<file path="config.mk">
export PLATFORM = sky130hd
export DESIGN_NAME = btpc_mul
export DESIGN_NICKNAME = d
export VERILOG_FILES = /design/src/design/btpc_pkg.sv /design/src/design/btpc_mul.sv
export SDC_FILE = /design/constraint.sdc
export NUM_CORES = 2
export LEC_CHECK = 0
export BUFFER_PORTS_ARGS = -buffer_cell sky130_fd_sc_hd__buf_2
export CORE_MARGIN = 2
export CORE_UTILIZATION = 60
export CTS_CLUSTER_DIAMETER = 50
export DETAILED_ROUTE_END_ITERATION = 6
export HOLD_SLACK_MARGIN = 0.05
export PLACE_DENSITY = 0.79
export SLEW_MARGIN = 0
export SYNTH_ARGS = -nofsm -noshare
export SYNTH_HDL_FRONTEND = slang
export SYNTH_SLANG_ARGS = --single-unit
export TNS_END_PERCENT = 50
</file>
<file path="constraint.sdc">
create_clock -name clk -period 14.8 [get_ports clk]
set_input_delay 0.74 -clock clk [delete_from_list [all_inputs] [get_ports clk]]
set_output_delay 0.74 -clock clk [all_outputs]
set_load 0.02 [all_outputs]
</file>
<file path="src/design/btpc_pkg.sv">
package btpc_pkg;

	localparam int DataW = 64;
	localparam int CoefW = 48;
	localparam int AdcW = 20;
	localparam int PaddrW = 5;

	localparam logic [PaddrW-1:0] AddrTemp  = 5'd0;
	localparam logic [PaddrW-1:0] AddrPressA = 5'd8;
	localparam logic [PaddrW-1:0] AddrPressB = 5'd16;
	localparam logic [PaddrW-1:0] AddrPressC = 5'd24;

	localparam logic ActTemp  = 1'b0;
	localparam logic ActPress = 1'b1;

	// Multiply operand pairs chosen by the sequencer.
	typedef enum logic [3:0] {
		M_T_A,    // (adc>>3 - 2*T1) * T2
		M_T_DD,   // d * d
		M_T_B,    // (dd>>12) * T3
		M_T_FIN,  // t_fine * 5
		M_P_AA,   // a * a
		M_P_AAP6, // aa * P6
		M_P_AP5,  // a * P5
		M_P_AAP3, // aa * P3
		M_P_AP2,  // a * P2
		M_P_P1,   // (2^47 + a) * P1
		M_P_N,    // (x) * 3125
		M_P_PS2,  // ps * ps
		M_P_P9,   // P9 * ps2
		M_P_P8    // P8 * p
	} mop_t;

	typedef enum logic [4:0] {
		S_IDLE,
		S_T_A, S_T_DD, S_T_B, S_T_FIN, S_T_OUT,
		S_P_AA, S_P_AAP6, S_P_AP5, S_P_AAP3, S_P_AP2, S_P_P1, S_P_CHK,
		S_P_N, S_P_DIV, S_P_WAIT, S_P_PS2, S_P_P9, S_P_P8, S_P_FIN,
		S_OUT
	} state_t;

	typedef struct packed {
		logic start;
	} div_ctl_t;

endpackage

</file>
<file path="src/design/btpc_mul.sv">
// 64x64 -> low 64 product, built from three 32x32 partial products in turn.
module btpc_mul (
	input  logic                            clk,
	input  logic                            arst_n,
	input  logic                            start,
	input  logic [btpc_pkg::DataW-1:0]      a,
	input  logic [btpc_pkg::DataW-1:0]      b,
	output logic                            done,
	output logic [btpc_pkg::DataW-1:0]      p
);
	logic [1:0]  step_q;
	logic        busy_q;
	logic [63:0] a_q, b_q, acc_q;
	logic [31:0] x, y;
	logic [63:0] pp;

	always_comb begin
		x = step_q[0] ? a_q[63:32] : a_q[31:0];
		y = step_q[1] ? b_q[63:32] : b_q[31:0];
		pp = {32'd0, x} * {32'd0, y};
	end

	always_ff @(posedge clk or negedge arst_n) begin
		if (!arst_n) begin
			busy_q <= 1'b0;
			step_q <= 2'd0;
			done   <= 1'b0;
		end else begin
			done <= 1'b0;
			if (start) begin
				busy_q <= 1'b1;
				step_q <= 2'd0;
			end else if (busy_q) begin
				step_q <= step_q + 2'd1;
				if (step_q == 2'd2) begin
					busy_q <= 1'b0;
					done   <= 1'b1;
				end
			end
		end
	end

	always_ff @(posedge clk) begin
		if (start) begin
			a_q   <= a;
			b_q   <= b;
			acc_q <= 64'd0;
		end else if (busy_q) begin
			unique case (step_q)
				2'd0:    acc_q <= acc_q + pp;
				2'd1:    acc_q <= acc_q + {pp[31:0], 32'd0};
				2'd2:    acc_q <= acc_q + {pp[31:0], 32'd0};
				default: acc_q <= acc_q;
			endcase
		end
	end

	// step 3 never used; high*high vanishes mod 2^64
	assign p = acc_q;
endmodule

</file>
==> results_dict.tcl <==
set metrics [dict create \
    ant_nets 0 \
    postCtsSetupBuffers 0 \
    grt_overflow 0 \
    io_pins 196 \
    post_route_cells_drive_above_1_share_pct 8.80 \
    cp_num_buf_inv 4 \
    io_buffer_count 195 \
    setup.worst_path.start "step_q[0]" \
    first_pass_iters 7 \
    ys.warnings.count 0 \
    cp_data_arrival_time_ns 12.34 \
    syn_area_per_cell_um2 9.05 \
    synth_top_cell_area_share_pct 40.2 \
    mostFrequentLayoutCell "fa_1" \
    worstPathRequired_ns 15.21 \
    synth.largest_area_cell "fa_1" \
    dp_hpwl_um 115000 \
    worst_path_most_repeated_cell "fa_1" \
    violations "DRC" \
    worst-setup-path-type "reg -> reg" \
    cts_tree "built" \
    fill_cells 6066 \
    synth_edf_count 128 \
    cts_buffers 17 \
    cts_max_level 4 \
    ys_ff_latch 196 \
    synth_top_flop_cell "edfxtp_1" \
    die_w_um 277 \
    antenna_found_initial 1 \
    clk_pin_slew_ns 0.10 \
    synth_seq_area_share_pct 11.7 \
    cp_max_fo 34 \
    vias_per_cell 6.12 \
    finalCriticalPeriod_ns 11.92 \
    place_congestion 1.02 \
    setup_viol 0 \
    crit_family "adder cells" \
    fin_skew_ns 0.0331 \
    initial_core_util_pct 60.3 \
    cts_sinks 196 \
    status "complete, but fails checks" \
    rr_startpoint "step_q[0]" \
    hold_class "in -> reg" \
    grt_pass1_vias 37800 \
    cts_root_buffer "clkbuf_16" \
    tightest_slew_ns 1.33 \
    syn-num-nets 6342 \
    crit_slowest_cell "dfrtp_4" \
    max_stage_delay_ns 0.98 \
    dieArea_mm2 0.0768 \
    grt_pass1_wl_um 220000 \
    syn_to_final_growth_pct 6.02 \
    vias 36700 \
    cts_buffer_depth 2 \
    async_flop_share_pct 2.04 \
    ys_types 83 \
    setup-tns-final_ns 0 \
    utilization_pct 63.9 \
    synth.cell_area_mm2 0.0447 \
    finalCritPeriodShare_pct 80.5 \
    hold_viol 0 \
    min-delay-start "b[29]" \
    drc_errors 3 \
    die_height_um 277 \
    insertion_delay_ns 0.54 \
    wl_per_cell_um 23.7 \
    grt_max_degree 71 \
    fp-row-count 100 \
    track_usage_pct 38.0 \
    rsz0062_at_grt "false" \
    core_area_mm2 0.0742 \
    drt-initial-drc-count 3849 \
    cp-end-kind "flip-flop" \
    fin_nets 6408 \
    final_cell_mix "fa_1 (898), inv_1 (870), nor2_1 (712)" \
    max_slew_margin_pct 9.57 \
    yosys-top-cells-area "fa_1 (40%), ha_1 (10%), edfxtp_1 (8.6%), inv_1 (7.3%), nor2_1 (6.0%)" \
    fmax_ghz 0.0839 \
    slew_violations 0 \
    synth_cells 4942 \
    cap_violations 0 \
    cp-start-kind "flip-flop" \
    wl_um 142000 \
]
worst reg2reg max path: cells and delay by family, from the launching register on:
kind | cells | cell delay [ns]
mux | 1 | 0.29
simple gates | 3 | 0.60
xor+xnor | 2 | 0.38
buf+inv | 4 | 1.09
compound gates | 17 | 3.66
fa+ha+maj | 10 | 4.78
flops | 1 | 0.98
registers in the layout (all words and copies together), names as in the netlist:
name / flops
a_q: 64
busy_q: 1
step_q: 2
p: 64
done: 1
b_q: 64
layout make-up:
type	instances	area (µm²)	share of cell area [%]
Inverter	870	3270	6.88
Sequential cell	196	5230	11.0
Clock buffer	18	429	0.905
Antenna cell	1	2.50	0.00527
Tap cell	969	1210	2.56
Clock inverter	14	190	0.401
Timing Repair Buffer	266	1520	3.20
Multi-Input combinational cell	3657	35600	75.0
timing repair:
action / 4_1_cts / 5_1_grt
resized for setup: 0 / 0
hold buffers: 1 / 0
endpoints found under the hold margin: 4 / 0
per-stage QoR:
step	setup WS [ns]	std cells	hold WS (ns)	area [µm²]
finish	2.88	5991	0.377	47400
global route	2.28	5990	0.375	47400
CTS	2.97	5990	0.365	47400
detailed placement	3.05	5957	0.537	46800
global placement	3.26	5957	0.527	46800
floorplan	4.43	4942	0.444	44700
synthesized netlist by cell type, types with 7 or more instances:
| master | number |
|---|---|
| buf_2 | 7 |
| a22oi_1 | 27 |
| nor3_1 | 26 |
| a2111oi_0 | 8 |
| nand4_1 | 31 |
| inv_1 | 870 |
| nor4_1 | 7 |
| nand2b_1 | 20 |
| mux2i_1 | 70 |
| and2_1 | 14 |
| and3_1 | 15 |
| a211oi_1 | 26 |
| nand2_1 | 600 |
| xnor2_1 | 87 |
| mux2_2 | 61 |
| clkbuf_1 | 187 |
| xor2_1 | 56 |
| o31ai_1 | 7 |
| dfxtp_1 | 64 |
| o211ai_1 | 14 |
| or2_2 | 10 |
| buf_1 | 17 |
| o21a_1 | 11 |
| nand3_1 | 27 |
| nor2b_1 | 17 |
| o21bai_1 | 29 |
| a21o_1 | 83 |
| ha_1 | 371 |
| edfxtp_1 | 128 |
| or3_1 | 11 |
| o21ai_0 | 107 |
| fa_1 | 898 |
| a21oi_1 | 191 |
| nor2_1 | 712 |
| a31oi_1 | 15 |
metal layers:
layer / share of wire (%) / track usage (%)
met5: 0 / 0
met4: 6.4 / 20.1
met3: 13 / 10.1
met2: 43 / 56.8
met1: 37 / 51.0
final timing paths:
kind | end | slack (ns) | cells past startpoint
setup / recovery | p[63] | 2.88 | 37
hold / removal | b_q[29] | 0.38 | 1
setup reg to reg | p[63] | 2.88 | 37
hold reg to reg | p[31] | 0.55 | 2
max in group asynchronous | step_q[0] | 14.03 | 2
min in group asynchronous | done | 0.57 | 2
kinds of logic after synthesis:
family	after synthesis	share of synthesized area, %
AND/OR/NAND/NOR	1510	13.7
adder cells (fa/ha/maj)	1269	50.6
buffers and inverters	1089	9.23
AO/OA/AOI/OAI	604	8.91
flip-flops	196	11.7
XOR/XNOR	143	2.80
multiplexers	131	3.10
Power is not shown: default switching activity piles up to over one toggle a cycle in this logic, so the estimate is an artifact.
