[src/design/btpc_pkg.sv]
package btpc_pkg;

	localparam int DataW = 64;
	localparam int CoefW = 48;
	localparam int AdcW = 20;
	localparam int PaddrW = 5;

	localparam logic [PaddrW-1:0] AddrTemp  = 5'd0;
	localparam logic [PaddrW-1:0] AddrPressA = 5'd8;
	localparam logic [PaddrW-1:0] AddrPressB = 5'd16;
	localparam logic [PaddrW-1:0] AddrPressC = 5'd24;

	localparam logic ActTemp  = 1'b0;
	localparam logic ActPress = 1'b1;

	// Multiply operand pairs chosen by the sequencer.
	typedef enum logic [3:0] {
		M_T_A,    // (adc>>3 - 2*T1) * T2
		M_T_DD,   // d * d
		M_T_B,    // (dd>>12) * T3
		M_T_FIN,  // t_fine * 5
		M_P_AA,   // a * a
		M_P_AAP6, // aa * P6
		M_P_AP5,  // a * P5
		M_P_AAP3, // aa * P3
		M_P_AP2,  // a * P2
		M_P_P1,   // (2^47 + a) * P1
		M_P_N,    // (x) * 3125
		M_P_PS2,  // ps * ps
		M_P_P9,   // P9 * ps2
		M_P_P8    // P8 * p
	} mop_t;

	typedef enum logic [4:0] {
		S_IDLE,
		S_T_A, S_T_DD, S_T_B, S_T_FIN, S_T_OUT,
		S_P_AA, S_P_AAP6, S_P_AP5, S_P_AAP3, S_P_AP2, S_P_P1, S_P_CHK,
		S_P_N, S_P_DIV, S_P_WAIT, S_P_PS2, S_P_P9, S_P_P8, S_P_FIN,
		S_OUT
	} state_t;

	typedef struct packed {
		logic start;
	} div_ctl_t;

endpackage

[src/design/btpc_div.sv]
// Signed 64-bit divide, truncating toward zero, one quotient bit per cycle.
module btpc_div (
	input  logic                       clk,
	input  logic                       arst_n,
	input  btpc_pkg::div_ctl_t         ctl_in,
	input  logic [btpc_pkg::DataW-1:0] dividend,
	input  logic [btpc_pkg::DataW-1:0] divisor,
	output logic                       done,
	output logic [btpc_pkg::DataW-1:0] quotient
);
	logic [6:0]  cnt_q;
	logic        busy_q, neg_q;
	logic [63:0] q_q, r_q, d_q;
	logic [64:0] trial;
	logic [63:0] rsh;

	always_comb begin
		rsh   = {r_q[62:0], q_q[63]};
		trial = {1'b0, rsh} - {1'b0, d_q};
	end

	always_ff @(posedge clk or negedge arst_n) begin
		if (!arst_n) begin
			busy_q <= 1'b0;
			cnt_q  <= 7'd0;
			done   <= 1'b0;
		end else begin
			done <= 1'b0;
			if (ctl_in.start) begin
				busy_q <= 1'b1;
				cnt_q  <= 7'd0;
			end else if (busy_q) begin
				cnt_q <= cnt_q + 7'd1;
				if (cnt_q == 7'd63) begin
					busy_q <= 1'b0;
					done   <= 1'b1;
				end
			end
		end
	end

	always_ff @(posedge clk) begin
		if (ctl_in.start) begin
			q_q   <= dividend[63] ? (64'd0 - dividend) : dividend;
			d_q   <= divisor[63] ? (64'd0 - divisor) : divisor;
			r_q   <= 64'd0;
			neg_q <= dividend[63] ^ divisor[63];
		end else if (busy_q) begin
			if (!trial[64]) begin
				r_q <= trial[63:0];
				q_q <= {q_q[62:0], 1'b1};
			end else begin
				r_q <= rsh;
				q_q <= {q_q[62:0], 1'b0};
			end
		end
	end

	assign quotient = neg_q ? (64'd0 - q_q) : q_q;
endmodule

[config.mk]
export PLATFORM = sky130hd
export DESIGN_NAME = btpc_div
export DESIGN_NICKNAME = d
export VERILOG_FILES = /design/src/design/btpc_pkg.sv /design/src/design/btpc_div.sv
export SDC_FILE = /design/constraint.sdc
export NUM_CORES = 1
export LEC_CHECK = 0
export ABC_AREA = 1
export BUFFER_PORTS_ARGS = -buffer_cell sky130_fd_sc_hd__buf_4
export CAP_MARGIN = 20
export CORE_ASPECT_RATIO = 1.75
export CORE_UTILIZATION = 62
export DETAILED_ROUTE_END_ITERATION = 7
export GPL_TIMING_DRIVEN = 0
export PLACE_DENSITY = 0.88
export REMOVE_ABC_BUFFERS = 1
export SKIP_LAST_GASP = 1
export SLEW_MARGIN = 20
export SYNTH_ARGS = -nofsm -noshare
export SYNTH_HDL_FRONTEND = slang
export SYNTH_SLANG_ARGS = --single-unit
[constraint.sdc]
create_clock -name clk -period 4.5 [get_ports clk]
set_clock_uncertainty 0.1 [all_clocks]
set_input_delay 0 -clock clk [delete_from_list [all_inputs] [get_ports clk]]
set_output_delay 0 -clock clk [all_outputs]
set_load 0.03 [all_outputs]
==> flow_metrics.py, run 1 <==
metrics = {
    "routing": {
        "route.detailed.drc": 0,
        "num_vias": 24300,
        "first_iter_violations": 2100,
        "drt_first_pass_iters": 7,
        "wl_um": 84300,
        "avgRoutedWirePerCell_um": 20.2,
        "postRouteAntennaNets": 0,
        "routed_via_density": 5.84,
    },
    "setup_path": {
        "worst-path-max-fanout": 65,
        "critical-path-top-cell-by-count": "sky130_fd_sc_hd__nand2_1",
        "cp_num_buf_inv": 2,
        "crit_chain": "inv_1 -> ha_1 -> fa_1 -> inv_1 -> nand3_1 -> nand2_1 -> nand2_1 -> nand2_2 -> nand2_1 -> nand2_2 -> nand2_1 -> nand2_2 -> nand2_4 -> nand2_4 -> nand3_1 -> nand2_1 -> nand2_1",
        "setup.worst_path.start_class": "flip-flop",
        "cp_data_required_time_ps": 4830,
        "worst_path_dominant_cell_family": "simple AND/OR/NAND/NOR gates",
        "crit_arrival_ps": 4630,
        "critPathKind": "reg -> reg",
        "endpoint_kind": "flip-flop",
        "max_stage_delay_ps": 700,
        "critical-path-slowest-cell": "sky130_fd_sc_hd__nand2_4",
    },
    "place": {
        "gp_routability_congestion": 1.08,
        "placed_cells": 3980,
        "dp.final_hpwl_um": 60900,
        "place.port_buffers": 195,
        "detailedPlace.worstSlack_ps": 369,
    },
    "clocking": {
        "cts-buffers-inserted": 21,
        "cts-resized-gates": 0,
        "tritoncts": "done",
        "root_buffer_cell": "sky130_fd_sc_hd__clkbuf_16",
        "worst_skew_pair.late_latency_ps": 550,
        "cts_sinks": 201,
        "clock_tree.htree_level_count": 1,
        "clkTransAtPathRegs_ps": 70,
        "cts_buffer_depth": 3,
    },
    "grt": {
        "grt_total_ovfl": 0,
        "via_count_of_the_first_global_routing_pass": 24200,
        "pin_count_of_the_biggest_net_entering_global_routing": 85,
        "gr_met2_demand_resource": 0.854,
        "grt_util_met1": 0.443,
        "antenna_found_initial": 4,
        "grt_first_pass_wirelength_um": 128000,
        "top_usage_layer": "met2",
        "grtUsageMet3": 0.126,
        "groute.usage.overall": 0.499,
    },
    "synth": {
        "asyncSetResetFlopFracSynth": 0.0448,
        "synthTopCellsByArea": "sky130_fd_sc_hd__nand2_1 (21%), sky130_fd_sc_hd__edfxtp_1 (19%), sky130_fd_sc_hd__inv_1 (12%)",
        "yosysMostFrequentCell": "sky130_fd_sc_hd__nand2_1",
        "synth_enable_flop_cells": 129,
        "netlist-cell-type-count": 49,
        "ys_seq_elements": 201,
        "ys.warnings.count": 0,
        "syn_inst": 3445,
        "synth_ff_type": "sky130_fd_sc_hd__edfxtp_1",
        "yosys-top-cells-count": "sky130_fd_sc_hd__nand2_1 (1166), sky130_fd_sc_hd__inv_1 (660), sky130_fd_sc_hd__nor2_1 (390), sky130_fd_sc_hd__nand3_1 (267), sky130_fd_sc_hd__edfxtp_1 (129)",
        "synth_top_area_share": 0.214,
        "synth-seq-area-share": 0.262,
        "synthesis.area_mm2": 0.0204,
        "synth_area_per_cell_um2": 5.93,
        "yosys.area.top_type": "sky130_fd_sc_hd__nand2_1",
    },
    "die": {
        "die_area_mm2": 0.0337,
        "floorplan.initialDensity": 0.632,
        "ioPinCount": 196,
        "placeable_area_mm2": 0.0323,
        "die-height_um": 242,
        "num_rows": 87,
        "die_w_um": 139,
    },
    "timing": {
        "report.final.hold_viol_count": 0,
        "final_min_period_over_clock_period": 0.954,
        "finalWorstSetupSlack_ps": 206,
        "max_slew.worst_pin.slew_ps": 983,
        "grt_setup_unrepaired": "false",
        "timing_max_transition_violations_final": 0,
        "fmax_mhz": 233,
        "setup_total_negative_slack_ps": 0,
        "max_slew_margin": 0.341,
        "timing.final.crit_period_ps": 4290,
        "setup_viol": 0,
    },
    "worst_hold_path": {
        "hold_class": "in -> reg",
    },
    "finish": {
        "post_route_cells_drive_above_1_share": 0.0741,
        "final_nets": 3951,
        "multi_input_area_mm2": 0.0122,
        "final_cell_count_no_fill": 4168,
        "area_growth_pct": 19.6,
        "final-seq-area_mm2": 0.00536,
        "n_fill_cell": 2552,
        "postLayoutCoreUtil": 0.756,
    },
    "flow_run": {
        "timing.max_cap.violations": 0,
    },
    "power": {
        "cellLeakagePower_nw": 12.7,
        "total_power_w": 0.00579,
        "power.density_cell_area_mw_per_mm2": 237,
        "vdd_drop_max_uv": 254,
    },
    "outcome": {
        "outcome": "finished, final reports clean",
    },
}
[per-layer routing]
layer / part of all wire / vias to the layer above
li1: - / 11300
met1: 0.30 / 10700
met2: 0.48 / 1638
met3: 0.092 / 671
met4: 0.14 / 0
met5: 0 / -
[registers in the layout (all words and copies together) (netlist names)]
name / flops
busy_q: 1
neg_q: 1
d_q: 64
q_q: 64
done: 1
cnt_q: 7
r_q: 63
[cell usage in the layout (no fill, tap or decap), types with 22 or more instances in the layout]
| cell | n |
|---|---|
| sky130_fd_sc_hd__a21oi_1 | 61 |
| sky130_fd_sc_hd__a31oi_1 | 22 |
| sky130_fd_sc_hd__buf_4 | 194 |
| sky130_fd_sc_hd__dfxtp_1 | 63 |
| sky130_fd_sc_hd__dlygate4sd3_1 | 147 |
| sky130_fd_sc_hd__edfxtp_1 | 129 |
| sky130_fd_sc_hd__ha_1 | 68 |
| sky130_fd_sc_hd__inv_1 | 659 |
| sky130_fd_sc_hd__nand2_1 | 1166 |
| sky130_fd_sc_hd__nand3_1 | 267 |
| sky130_fd_sc_hd__nand3b_1 | 45 |
| sky130_fd_sc_hd__nand4_1 | 70 |
| sky130_fd_sc_hd__nor2_1 | 388 |
| sky130_fd_sc_hd__nor3_1 | 48 |
| sky130_fd_sc_hd__o21ai_0 | 105 |
| sky130_fd_sc_hd__xnor2_1 | 52 |
| sky130_fd_sc_hd__xor2_1 | 125 |
[power by group]
part | leakage (nW) | internal, W | switching (W) | total, W
Combinational | 10.4 | 0.000645 | 0.00117 | 0.00181
Clock | 0.309 | 0.000892 | 0.000847 | 0.00174
Sequential | 1.95 | 0.00212 | 0.000115 | 0.00224
Total | 12.7 | 0.00366 | 0.00213 | 0.00579
[worst paths after layout]
path | startpoint | endpoint | slack, ps | depth (start not counted)
max in group asynchronous | arst_n | cnt_q[1] | 3620 | 3
min in group asynchronous | arst_n | cnt_q[5] | 370 | 3
setup / recovery | q_q[63] | r_q[62] | 210 | 17
setup reg to reg | q_q[63] | r_q[62] | 210 | 17
hold / removal | divisor[17] | d_q[19] | 40 | 5
hold reg to reg | r_q[35] | r_q[35] | 370 | 2
[what timing repair did]
action                                  4_1_cts  5_1_grt
hold buffers                                147        0
setup buffers                                 0        0
endpoints found under the setup margin        0        2
hold endpoints to repair                    202        0
[stage by stage]
step	hold slack (ps)	area [µm²]
3_3_place_gp	-272	22000
5_1_grt	41.4	24400
3_5_place_dp	-272	22300
2_1_floorplan	-396	20100
4_1_cts	2.46	24400
6_report	43.1	24400
[worst register-to-register path, stage by stage, from the launching register on]
cell,delay (ps)
sky130_fd_sc_hd__edfxtp_1,670
sky130_fd_sc_hd__inv_1,220
sky130_fd_sc_hd__ha_1,290
sky130_fd_sc_hd__fa_1,420
sky130_fd_sc_hd__inv_1,110
sky130_fd_sc_hd__nand3_1,70
sky130_fd_sc_hd__nand2_1,180
sky130_fd_sc_hd__nand2_1,90
sky130_fd_sc_hd__nand2_2,130
sky130_fd_sc_hd__nand2_1,80
sky130_fd_sc_hd__nand2_2,120
sky130_fd_sc_hd__nand2_1,90
sky130_fd_sc_hd__nand2_2,100
sky130_fd_sc_hd__nand2_4,470
sky130_fd_sc_hd__nand2_4,720
sky130_fd_sc_hd__nand3_1,190
sky130_fd_sc_hd__nand2_1,100
sky130_fd_sc_hd__nand2_1,50
[layout make-up]
type / count / share of cell area
diodes: 2 / 0.000205
clock buffers: 24 / 0.0224
well taps: 400 / 0.0205
inverters: 665 / 0.102
repair buffers: 353 / 0.130
clock inverters: 14 / 0.00399
multi-input cells: 2509 / 0.501
flip-flops and latches: 201 / 0.219
[cell families (layout without fill, tap and decap cells)]
family | count (synthesis) | count (layout) | synth area share
and+or+nand+nor | 2036 | 2037 | 0.419
buffers and inverters | 736 | 1056 | 0.140
AOI/OAI and AO/OA | 226 | 226 | 0.0597
DFF | 201 | 201 | 0.262
xor gates and xnor gates | 177 | 177 | 0.0759
adders and majority gates | 69 | 69 | 0.0426
other | 0 | 2 | 0
No activity file was read; power rests on OpenSTA's default activity.
==> inputs of run 2 (changes only) <==
--- a/config.mk
+++ b/config.mk
@@ -9,10 +9,11 @@
 export BUFFER_PORTS_ARGS = -buffer_cell sky130_fd_sc_hd__buf_4
 export CAP_MARGIN = 20
 export CORE_ASPECT_RATIO = 1.75
-export CORE_UTILIZATION = 62
+export CORE_UTILIZATION = 63
+export CTS_BUF_LIST = sky130_fd_sc_hd__clkbuf_4
 export DETAILED_ROUTE_END_ITERATION = 7
 export GPL_TIMING_DRIVEN = 0
-export PLACE_DENSITY = 0.88
+export PLACE_DENSITY = 0.89
 export REMOVE_ABC_BUFFERS = 1
 export SKIP_LAST_GASP = 1
 export SLEW_MARGIN = 20
==> run 2 against run 1 <==
Synthesized cell count stayed put. The run now fails in 5_1_grt. Synthesized area stayed put.
==> flow_metrics.py, run 2 <==
metrics = {
    "synth": {
        "syn_inst": 3445,
        "yosys-top-cells-count": "sky130_fd_sc_hd__nand2_1 (1166), sky130_fd_sc_hd__inv_1 (660), sky130_fd_sc_hd__nor2_1 (390), sky130_fd_sc_hd__nand3_1 (267), sky130_fd_sc_hd__edfxtp_1 (129)",
        "synth-seq-area-share": 0.262,
        "yosysMostFrequentCell": "sky130_fd_sc_hd__nand2_1",
        "ys.warnings.count": 0,
        "synth_ff_type": "sky130_fd_sc_hd__edfxtp_1",
        "netlist-cell-type-count": 49,
        "synthesis.area_mm2": 0.0204,
        "ys_seq_elements": 201,
        "yosys.area.top_type": "sky130_fd_sc_hd__nand2_1",
        "asyncSetResetFlopFracSynth": 0.0448,
        "synth_top_area_share": 0.214,
        "synth_area_per_cell_um2": 5.93,
        "synth_enable_flop_cells": 129,
        "synthTopCellsByArea": "sky130_fd_sc_hd__nand2_1 (21%), sky130_fd_sc_hd__edfxtp_1 (19%), sky130_fd_sc_hd__inv_1 (12%)",
    },
    "clocking": {
        "cts_buffer_depth": 3,
        "clock_tree.htree_level_count": 2,
        "root_buffer_cell": "sky130_fd_sc_hd__clkbuf_4",
        "cts_sinks": 201,
        "cts-buffers-inserted": 48,
    },
    "die": {
        "ioPinCount": 196,
        "floorplan.initialDensity": 0.644,
        "die-height_um": 240,
        "num_rows": 86,
        "die_w_um": 138,
    },
    "grt": {
        "grt_first_pass_wirelength_um": 149000,
        "via_count_of_the_first_global_routing_pass": 27400,
        "groute.usage.overall": 0.588,
        "pin_count_of_the_biggest_net_entering_global_routing": 92,
        "grt_total_ovfl": 27,
    },
    "place": {
        "dp.final_hpwl_um": 61000,
        "place.port_buffers": 195,
        "detailedPlace.worstSlack_ps": 421,
        "gp_routability_congestion": 1.12,
    },
    "outcome": {
        "error_message": "[ERROR GRT-0116] Global routing finished with congestion. Check the congestion regions in the DRC Viewer.",
        "last-stage-reached": "5_1_grt",
        "outcome": "stopped before the end",
    },
}
[run 2: kinds of logic after synthesis]
family | share of synthesized area
buffers and inverters | 0.140
xor gates and xnor gates | 0.0759
AOI/OAI and AO/OA | 0.0597
DFF | 0.262
and+or+nand+nor | 0.419
adders and majority gates | 0.0426
[run 2: what timing repair did]
| item | in CTS |
|---|---|
| hold buffers | 248 |
| endpoints found under the hold margin | 203 |
| setup buffers | 0 |
| gates resized for setup | 0 |
[run 2: stage by stage]
step / instance area, µm² / TNS (ps) / util / cells
4_1_cts: 25500 / 0 / 0.803 / 4312
3_5_place_dp: 22300 / 0 / 0.702 / 3975
3_3_place_gp: 22000 / -201200 / 0.694 / 3965
2_1_floorplan: 20100 / 0 / - / 3374
[run 2: per-layer routing]
| layer | overflow | track usage |
|---|---|---|
| met5 | 0 | 0.0511 |
| met4 | 18 | 0.732 |
| met3 | 0 | 0.262 |
| met2 | 9 | 0.901 |
| met1 | 0 | 0.531 |
==> inputs of run 3 (changes only) <==
--- a/config.mk
+++ b/config.mk
@@ -8,12 +8,10 @@
 export ABC_AREA = 1
 export BUFFER_PORTS_ARGS = -buffer_cell sky130_fd_sc_hd__buf_4
 export CAP_MARGIN = 20
-export CORE_ASPECT_RATIO = 1.75
-export CORE_UTILIZATION = 63
-export CTS_BUF_LIST = sky130_fd_sc_hd__clkbuf_4
+export CORE_UTILIZATION = 40
 export DETAILED_ROUTE_END_ITERATION = 7
 export GPL_TIMING_DRIVEN = 0
-export PLACE_DENSITY = 0.89
+export PLACE_DENSITY_LB_ADDON = 0.15
 export REMOVE_ABC_BUFFERS = 1
 export SKIP_LAST_GASP = 1
 export SLEW_MARGIN = 20
==> run 3 against run 2 <==
The flow now finishes without violations.
==> flow_metrics.py, run 3 (synthesized netlist as in run 1, its figures left out) <==
metrics = {
    "timing": {
        "finalWorstSetupSlack_ps": 359,
        "grt_setup_unrepaired": "false",
        "final_min_period_over_clock_period": 0.920,
        "timing_max_transition_violations_final": 0,
        "setup_viol": 0,
        "timing.final.crit_period_ps": 4140,
        "fmax_mhz": 241,
        "max_slew.worst_pin.slew_ps": 999,
        "report.final.hold_viol_count": 0,
        "max_slew_margin": 0.330,
        "setup_total_negative_slack_ps": 0,
        "worst_hold_slack_ps": 56.9,
    },
    "routing": {
        "highest-signal-layer": "met4",
        "routed-wl-met2_um": 35600,
        "first_iter_violations": 1579,
        "routed_via_density": 4.94,
        "route.detailed.drc": 0,
        "num_vias": 22300,
        "drt_first_pass_iters": 6,
        "met3_length_um": 3770,
        "postRouteAntennaNets": 0,
        "avgRoutedWirePerCell_um": 16.7,
        "wl_um": 75500,
        "met1_length_um": 31900,
    },
    "setup_path": {
        "crit_chain": "inv_1 -> ha_1 -> fa_1 -> inv_1 -> nand3_1 -> nand2_1 -> nand2_1 -> nand2_2 -> nand2_1 -> nand2_2 -> nand2_1 -> nand2_2 -> nand2_4 -> nand2_8 -> nand3_1 -> nand3_1 -> nand2_1",
        "critical-path-top-cell-by-count": "sky130_fd_sc_hd__nand2_1",
        "critical-path-slowest-cell": "sky130_fd_sc_hd__nand2_8",
        "crit_arrival_ps": 4490,
        "critPathKind": "reg -> reg",
        "cp_data_required_time_ps": 4850,
        "setup.worst_path.start_class": "flip-flop",
        "max_stage_delay_ps": 610,
        "worst-path-max-fanout": 64,
        "endpoint_kind": "flip-flop",
    },
    "clocking": {
        "cts_sinks": 201,
        "tritoncts": "done",
        "root_buffer_cell": "sky130_fd_sc_hd__clkbuf_16",
        "clock_tree.htree_level_count": 1,
        "worst_skew_pair.late_latency_ps": 570,
        "clkTransAtPathRegs_ps": 70,
        "cts_buffer_depth": 3,
        "cts-buffers-inserted": 26,
    },
    "power": {
        "vdd_drop_max_uv": 255,
        "power.density_cell_area_mw_per_mm2": 244,
        "cellLeakagePower_nw": 13.0,
    },
    "worst_hold_path": {
        "hold_class": "in -> reg",
    },
    "die": {
        "ioPinCount": 196,
        "die-height_um": 228,
        "num_rows": 82,
        "floorplan.initialDensity": 0.406,
        "placeable_area_mm2": 0.0503,
        "die_area_mm2": 0.0520,
        "die_w_um": 228,
    },
    "outcome": {
        "outcome": "finished, final reports clean",
    },
    "finish": {
        "area_growth_pct": 25.4,
        "post_route_cells_drive_above_1_share": 0.0740,
        "regs_by_ff_count": "d_q x64, q_q x64, r_q x63",
        "most_frequent_standard_cell_in_the_layout_excluding_fill_and_tap_cells": "sky130_fd_sc_hd__nand2_1",
        "final_nets": 4018,
        "design_area_mm2": 0.0256,
        "final_cell_mix": "sky130_fd_sc_hd__nand2_1 (1166), sky130_fd_sc_hd__inv_1 (659), sky130_fd_sc_hd__nor2_1 (388), sky130_fd_sc_hd__nand3_1 (267), sky130_fd_sc_hd__dlygate4sd3_1 (210)",
    },
    "place": {
        "detailedPlace.worstSlack_ps": 344,
        "dpl_cell_area_mm2": 0.0226,
        "place.port_buffers": 195,
        "dp.final_hpwl_um": 60200,
        "gp_routability_congestion": 1.03,
    },
    "grt": {
        "grt_total_ovfl": 0,
        "grt_first_pass_wirelength_um": 118000,
        "via_count_of_the_first_global_routing_pass": 21700,
        "groute.usage.overall": 0.288,
        "pin_count_of_the_biggest_net_entering_global_routing": 76,
        "antenna_found_initial": 5,
    },
    "flow_run": {
        "timing.max_cap.violations": 0,
    },
}
run 3: per-layer routing:
metal,vias up,GRT usage
met2,660,0.502
met5,-,0
met3,177,0.0288
li1,11500,-
met1,10000,0.353
met4,0,0.146
run 3: path summary, 6_finish.rpt:
kind	start	end	slack (ps)	depth (start not counted)
setup / recovery	q_q[63]	r_q[45]	360	17
hold / removal	dividend[24]	q_q[24]	60	5
setup reg to reg	q_q[63]	r_q[45]	360	17
hold reg to reg	cnt_q[6]	done	360	1
max in group asynchronous	arst_n	cnt_q[0]	3650	3
min in group asynchronous	arst_n	cnt_q[2]	350	3
run 3: layout make-up:
cell class                 instances  area (µm²)
antenna                            6        15.0
clock buffer                      36         718
clock inverter                    12         160
fill                            5330       24600
inverter                         665        2500
multi-input combinational       2508       12200
sequential                       201        5360
tap                              672         841
timing repair buffer             416        3800
run 3: worst max-delay path, delay by kind of cell, from the launching register on:
family | cells | cell delay (ps)
AND/OR/NAND/NOR | 13 | 2450
flip-flops | 1 | 360
buffers and inverters | 2 | 290
adder cells (fa/ha/maj) | 2 | 700
run 3: report_power, final:
part	switching, W	total (W)	internal, W	leakage (nW)
combinational	0.00114	0.00185	0.000705	10.6
sequential	0.000105	0.00223	0.00212	1.95
clock	0.000883	0.00218	0.00129	0.425
total	0.00213	0.00625	0.00412	13.0
run 3: what timing repair did:
item / CTS / global route
gates resized for setup: 0 / 0
endpoints found under the setup margin: 0 / 0
hold buffers: 210 / 0
setup buffers: 0 / 0
endpoints found under the hold margin: 140 / 0
run 3: per-stage QoR:
| stage | util | total power (W) | std cells |
|---|---|---|---|
| 3_5_place_dp | 0.450 | 0.00390 | 4252 |
| 3_3_place_gp | 0.445 | 0.00388 | 4241 |
| 6_report | 0.510 | 0.00625 | 4516 |
| 5_1_grt | 0.509 | 0.00652 | 4512 |
| 4_1_cts | 0.509 | 0.00627 | 4510 |
| 2_1_floorplan | - | 0.00321 | 3374 |
